===== src/hdl/rlmf_pkg.sv =====
`timescale 1ns / 1ps

package rlmf_pkg;

   localparam int CAPACITY_DEF     = 32;
   localparam int PAYLOAD_BITS_DEF = 32;

   localparam int OP_W     = 3;
   localparam int KEY_HI_W = 24;
   localparam int KEY_LO_W = 64;
   localparam int PL_W     = 32;
   localparam int POS_W    = 6;
   localparam int STAT_W   = 3;
   localparam int TOTAL_W  = 7;

   localparam logic [OP_W-1:0] OP_ADD    = 3'd0;
   localparam logic [OP_W-1:0] OP_REMOVE = 3'd1;
   localparam logic [OP_W-1:0] OP_LOOKUP = 3'd2;
   localparam logic [OP_W-1:0] OP_APPEND = 3'd3;
   localparam logic [OP_W-1:0] OP_READ   = 3'd4;
   localparam logic [OP_W-1:0] OP_CLEAR  = 3'd5;

   localparam logic [STAT_W-1:0] STAT_OK        = 3'd0;
   localparam logic [STAT_W-1:0] STAT_NOT_FOUND = 3'd1;
   localparam logic [STAT_W-1:0] STAT_DUPLICATE = 3'd2;
   localparam logic [STAT_W-1:0] STAT_FULL      = 3'd3;
   localparam logic [STAT_W-1:0] STAT_BAD_INDEX = 3'd4;

   typedef struct packed {
      logic [KEY_HI_W-1:0] key_high;
      logic [KEY_LO_W-1:0] key_low;
      logic [PL_W-1:0]     payload;
   } entry_type;

   typedef struct packed {
      logic             capture;
      logic             use_key;
      logic             use_index;
      logic             apply;
      logic             up;
      logic             dn;
      logic             put;
      logic [POS_W-1:0] count;
      logic [POS_W-1:0] index;
      logic [POS_W-1:0] lo;
      logic [POS_W-1:0] hi;
      logic [POS_W-1:0] put_at;
   } cell_ctl_type;

endpackage


===== src/hdl/rlmf_cell.sv =====
`timescale 1ns / 1ps

module rlmf_cell #(
   parameter int CELL_INDEX = 0
) (
   input  logic                  clock,
   input  logic                  reset,
   input  rlmf_pkg::cell_ctl_type ctl,
   input  rlmf_pkg::entry_type   new_entry,
   input  rlmf_pkg::entry_type   left_entry,
   input  rlmf_pkg::entry_type   right_entry,
   output rlmf_pkg::entry_type   entry,
   output logic                  sel
);

   localparam logic [rlmf_pkg::POS_W-1:0] HERE = rlmf_pkg::POS_W'(CELL_INDEX);

   rlmf_pkg::entry_type entry_ff, entry_in;
   logic                sel_ff, sel_in;
   logic                valid;
   logic                match;

   always_comb begin
      valid = HERE < ctl.count;
      match = valid && (entry_ff.key_high == new_entry.key_high)
                    && (entry_ff.key_low == new_entry.key_low);
      sel_in = sel_ff;
      if (ctl.capture) begin
         sel_in = (ctl.use_key && match) || (ctl.use_index && valid && (HERE == ctl.index));
      end

      entry_in = entry_ff;
      if (ctl.apply) begin
         priority if (ctl.put && (HERE == ctl.put_at)) begin
            entry_in = new_entry;
         end else if (ctl.up && (HERE != '0) && (HERE <= ctl.hi)) begin
            entry_in = left_entry;
         end else if (ctl.dn && (HERE >= ctl.lo) && (HERE < ctl.hi)) begin
            entry_in = right_entry;
         end else begin
            entry_in = entry_ff;
         end
      end
   end

   always_ff @(posedge clock) begin
      entry_ff <= entry_in;
      if (reset) begin
         sel_ff <= 1'b0;
      end else begin
         sel_ff <= sel_in;
      end
   end

   assign entry = entry_ff;
   assign sel   = sel_ff;

endmodule


===== config.mk =====
export PLATFORM = sky130hd
export DESIGN_NAME = rlmf_cell
export DESIGN_NICKNAME = d
export VERILOG_FILES = /design/src/hdl/rlmf_pkg.sv /design/src/hdl/rlmf_cell.sv
export SDC_FILE = /design/constraint.sdc
export NUM_CORES = 1
export LEC_CHECK = 0
export BUFFER_PORTS_ARGS = -buffer_cell sky130_fd_sc_hd__buf_2
export CAP_MARGIN = 40
export CORE_AREA = 5 5 198 200
export CTS_CLUSTER_DIAMETER = 200
export DETAILED_ROUTE_END_ITERATION = 12
export DIE_AREA = 0 0 203 205
export PLACE_DENSITY_LB_ADDON = 0.05
export RECOVER_POWER = 100
export SLEW_MARGIN = 20
export SYNTH_ARGS = -nofsm -noshare
export SYNTH_HDL_FRONTEND = slang
export SYNTH_SLANG_ARGS = --single-unit
export TNS_END_PERCENT = 50

===== constraint.sdc =====
create_clock -name clock -period 20.3 [get_ports clock]
set_input_delay 3.045 -clock clock [delete_from_list [all_inputs] [get_ports clock]]
set_output_delay 3.045 -clock clock [all_outputs]
set_load 0.03 [all_outputs]

Word-level counts from Yosys, hierarchy flattened:

Index checks and enable logic that the tools add are counted.

* register bits: 121
* input port bits: 399
* output and inout port bits: 121
* logic and storage cells: 24

* $lt $le $gt $ge: 3
* equality and inequality tests: 2
* multiplexer cells: 2
* reduce and logical (&&, ||, !) cells: 13

Operators by type and width (number)
* 2-to-1 mux 120 bit: 2
* == test 64 bit: 1
* == test 24 bit: 1
* zero test 6 bit: 2
* less-than comparator 1 x 6 -> 1 bit (first input constant): 2
* logical AND 1 bit: 8
* >= comparator 1 x 6 -> 1 bit (first input constant): 1
* AND reduction 2 bit: 1
* nonzero test 2 bit: 1
* logical OR 1 bit: 1

Longest topological paths before layout:

* depth in word-level cells: 5
* depth in mapped cells: 6
* depth with buffers taken out: 5

Least setup slack after synthesis:

Ideal clock, no wire load.

* path kind: input -> register
* start point: in ctl[17] (netlist bit)
* end point: reg entry_ff, in the netlist entry[0], enable pin
* library setup time: 0.784 ns
* arrival: 12.505 ns
* required time: 19.516 ns
* slack: 7.011 ns
* stages: 4
* path buffers: 0
* cells stage by stage: or4b_1 nor4_1 o31ai_1 a21boi_0

* word-level cells in the longest chain between the ends: 5

RTL lines
* from (decl): line rlmf_cell.sv:8 `input rlmf_pkg::cell_ctl_type ctl,`
* >= comparator 1 x 6 -> 1 bit: line rlmf_cell.sv:38 `end else if (ctl.dn && (HERE >= ctl.lo) && (HERE < ctl.hi)) begin`
* logical AND 1 bit (2 in a row): line rlmf_cell.sv:38
* nonzero test 2 bit (no source line)
* AND reduction 2 bit (no source line)
* to (signal assigned): line rlmf_cell.sv:47 `entry_ff <= entry_in;`
* to (decl): line rlmf_cell.sv:18 `rlmf_pkg::entry_type entry_ff, entry_in;`

No other way between the ends.
A chain may end at the register's enable or synchronous reset.

Worst setup path after layout:

* start point: in ctl[1] (netlist bit)
* end point: reg entry_ff, in the netlist entry[35], enable pin

* word-level cells in the longest chain between the ends: 4

RTL lines
* zero test 6 bit: line rlmf_cell.sv:34 `priority if (ctl.put && (HERE == ctl.put_at)) begin`
* logical AND 1 bit: line rlmf_cell.sv:34
* nonzero test 2 bit (no source line)
* AND reduction 2 bit (no source line)

No other way between the ends.

==> results.md <==
* Synth async-reset ratio at 0
* Crit Path Max Fanout at 49
* Max Fclk at 121 MHz
* Commonest non-fill, non-tap cell in the layout: buf_2
* RSZ-0062 raised after global routing: no
* Clock slew at reported path FFs at 0.06 ns
* Pre-Repair DR Iteration Count at 4
* Initial antenna violation count at 7
* EDFF count, synth at 120
* Final min period at 8.25 ns
* Vias in the first global route at 5690
* Syn nets at 833
* Worst-Margin Slew at 3.00 ns
* TritonCTS Buffers at 17
* Floorplan row count at 71
* CTS tree: yes
* R2r startpoint: entry[58]$_DFFE_PP_
* DIE AREA at 41600 µm²
* Main synth FF type: edfxtp_1
* Number of fill cells at 4077
* Largest net degree at the start of global routing at 51
* Vias per cell at 3.86
* Vias at 5150
* Routability cong. at 0.707
* Post-CTS sizing at 0
* Overall routing resource usage at 0.116
* Maximum VDD drop at 0.0566 mV
* Syn Area/Cell at 14.5 µm²
* NetSw at 0.142 mW
* Critical path required time at 20.27 ns
* WS Path Type: in -> reg
* Lkg Pwr at 3.49 nW
* Congestion Overflow GR at 0
* Crit path DAT at 8.23 ns
* Fin crit share at 0.406
* Final net count at 1244
* Final setup TNS at 0 ns
* Mapped Area at 6290 µm²
* Clk_lat worst skew at 0.43 ns
* Total power at 0.630 mW
* Final hold vios at 0
* Clock power frac at 0.465
* Area growth syn-to-layout at 46.5%
* Synth Warn # at 0
* Reg2reg end: sel$_SDFFE_PP0P_
* Hold/Removal Path Class: reg -> reg
* Pwr/cell area at 68.4 nW/µm²
* Maximum capacitance violations at 5
* Status: finished with violations
* I/O Pins at 520
* Hold path startpoint: sel$_SDFFE_PP0P_
* Chip height at 205 µm
* Yosys cell types at 37
* Post-DP HPWL at 20000 µm
* Die X at 203 µm
* Fin. max-slew vios at 228
* Clock root cell: clkbuf_16
* Most frequent cells in the layout: buf_2, clkbuf_1, edfxtp_1
* Area occupied by multi-input gates at 2510 µm²
* Reg2reg setup slack at 18.34 ns
* Clk buf depth at 2
* Final Util at 0.247
* CP Capture Type: register
* 1st-iter DRT viols at 143
* CP startpoint kind: input port
* Normalized max-slew margin at -1.00
* R2R cell count at 5
* Initial Util at 0.169
* CTS Hold Bufs at 0
* Port buffer count at 398
* Number of synthesized register bits at 121
* Failing checks: capacitance limit, slew limit
* CTS sink cnt at 121
* First-pass GRT wire length at 35700 µm
* Cell count after synthesis at 434
* Internal power at 0.487 mW
* Drt total wl at 24900 µm
* Post-CTS Setup Bufs at 0
* Logic gate share of total power at 0.093
* Switching Fraction at 0.226
* DRC at 0
* Final setup viols at 0
* Wire length per cell at 18.6 µm
* Clock skew at 0.00824 ns
* Sequential cell area at 3620 µm²
* Worst hold stages at 3
* Routed Antenna Nets at 0
* Core area at 37200 µm²
* Flop pwr share at 0.441
* Hold worst-path end: sel$_SDFFE_PP0P_
* Ratio of cells with drive above 1 in the final layout at 0.397
* Seq/Total Area, Yosys at 0.576
* H-tree depth at 4
==> Yosys cell counts, types with 5 or more instances <==
library cell    n  area (µm²)
buf_6           7        78.8
inv_1          16        60.1
xnor2_1        49         429
xor2_1         10        87.6
nor2b_1        18         113
nand4_1        14        87.6
a2111o_1        6        67.6
nand2_1        11        41.3
buf_1           5        18.8
nor4_1          9        56.3
o21ai_1        10        50.1
mux2_1         69         777
edfxtp_1      120        3600
nand2b_1       14        87.6
mux2_2         41         462
==> per-stage QoR <==
step                hold slack, ns  std cells  instance area (µm²)  setup slack, ns
floorplan                    0.715        434                 6290             7.01
global placement             0.652       1297                 8830            14.77
detailed placement           0.639       1300                 8890            14.93
CTS                          0.648       1332                 9440            15.42
global route                 0.687       1334                 9210            11.53
finish                       0.649       1334                 9210            12.05
==> power by group through the flow <==
stage               Sequential [mW]  Clock, mW  Combinational [mW]
floorplan                     0.287          0              0.0205
global placement              0.283          0              0.0610
detailed placement            0.283          0              0.0610
CTS                           0.278      0.309              0.0614
global route                  0.278      0.320              0.0661
finish                        0.278      0.293              0.0587
==> state kept, by name (all words and copies together) (netlist names) <==
name,cells
entry,120
sel,1
==> per-layer routing <==
layer	GRT usage	vias to the layer above	wire length (µm)
li1	-	2481	-
met1	0.138	2378	10200
met2	0.184	250	11500
met3	0.0571	31	2720
met4	0.0393	10	355
met5	0	-	56
==> how the worst max path moves through the flow <==
stage,from,endpoint,slack (ns),cells past startpoint
final,ctl[1],entry[35]$_DFFE_PP_,12.05,7
after global routing,ctl[1],entry[3]$_DFFE_PP_,11.53,7
after CTS,ctl[0],entry[8]$_DFFE_PP_,15.42,7
after detailed placement,ctl[0],entry[9]$_DFFE_PP_,14.93,7
after global placement,ctl[1],entry[2]$_DFFE_PP_,14.77,6
after floorplan,ctl[17],entry[0]$_DFFE_PP_,7.01,4
==> kinds of logic (layout without fill, tap and decap cells) <==
| family | count (synthesis) | count (layout) | share of synthesized area |
|---|---|---|---|
| flops | 121 | 121 | 0.576 |
| mux | 110 | 110 | 0.197 |
| simple gates | 81 | 81 | 0.0772 |
| xor+xnor | 59 | 59 | 0.0822 |
| compound gates | 33 | 33 | 0.0410 |
| buf+inv | 30 | 454 | 0.0265 |
| other cells | 0 | 2 | 0 |
==> cell type report <==
class                   instances  area share
diodes                          2    0.000543
repair buffers                406       0.204
flip-flops and latches        121       0.393
clock inverters                13      0.0120
multi-input cells             283       0.273
well taps                     474      0.0644
inverters                      16     0.00652
clock buffers                  19      0.0470
==> critical path: stages <==
cell and delay (ns):
buf_2 0.10, nor4_1 0.48, nand3_4 0.09, clkbuf_1 1.02, a21boi_0 0.58, clkbuf_1 0.66
clkbuf_1 2.17
No activity file was read; power rests on OpenSTA's default activity.
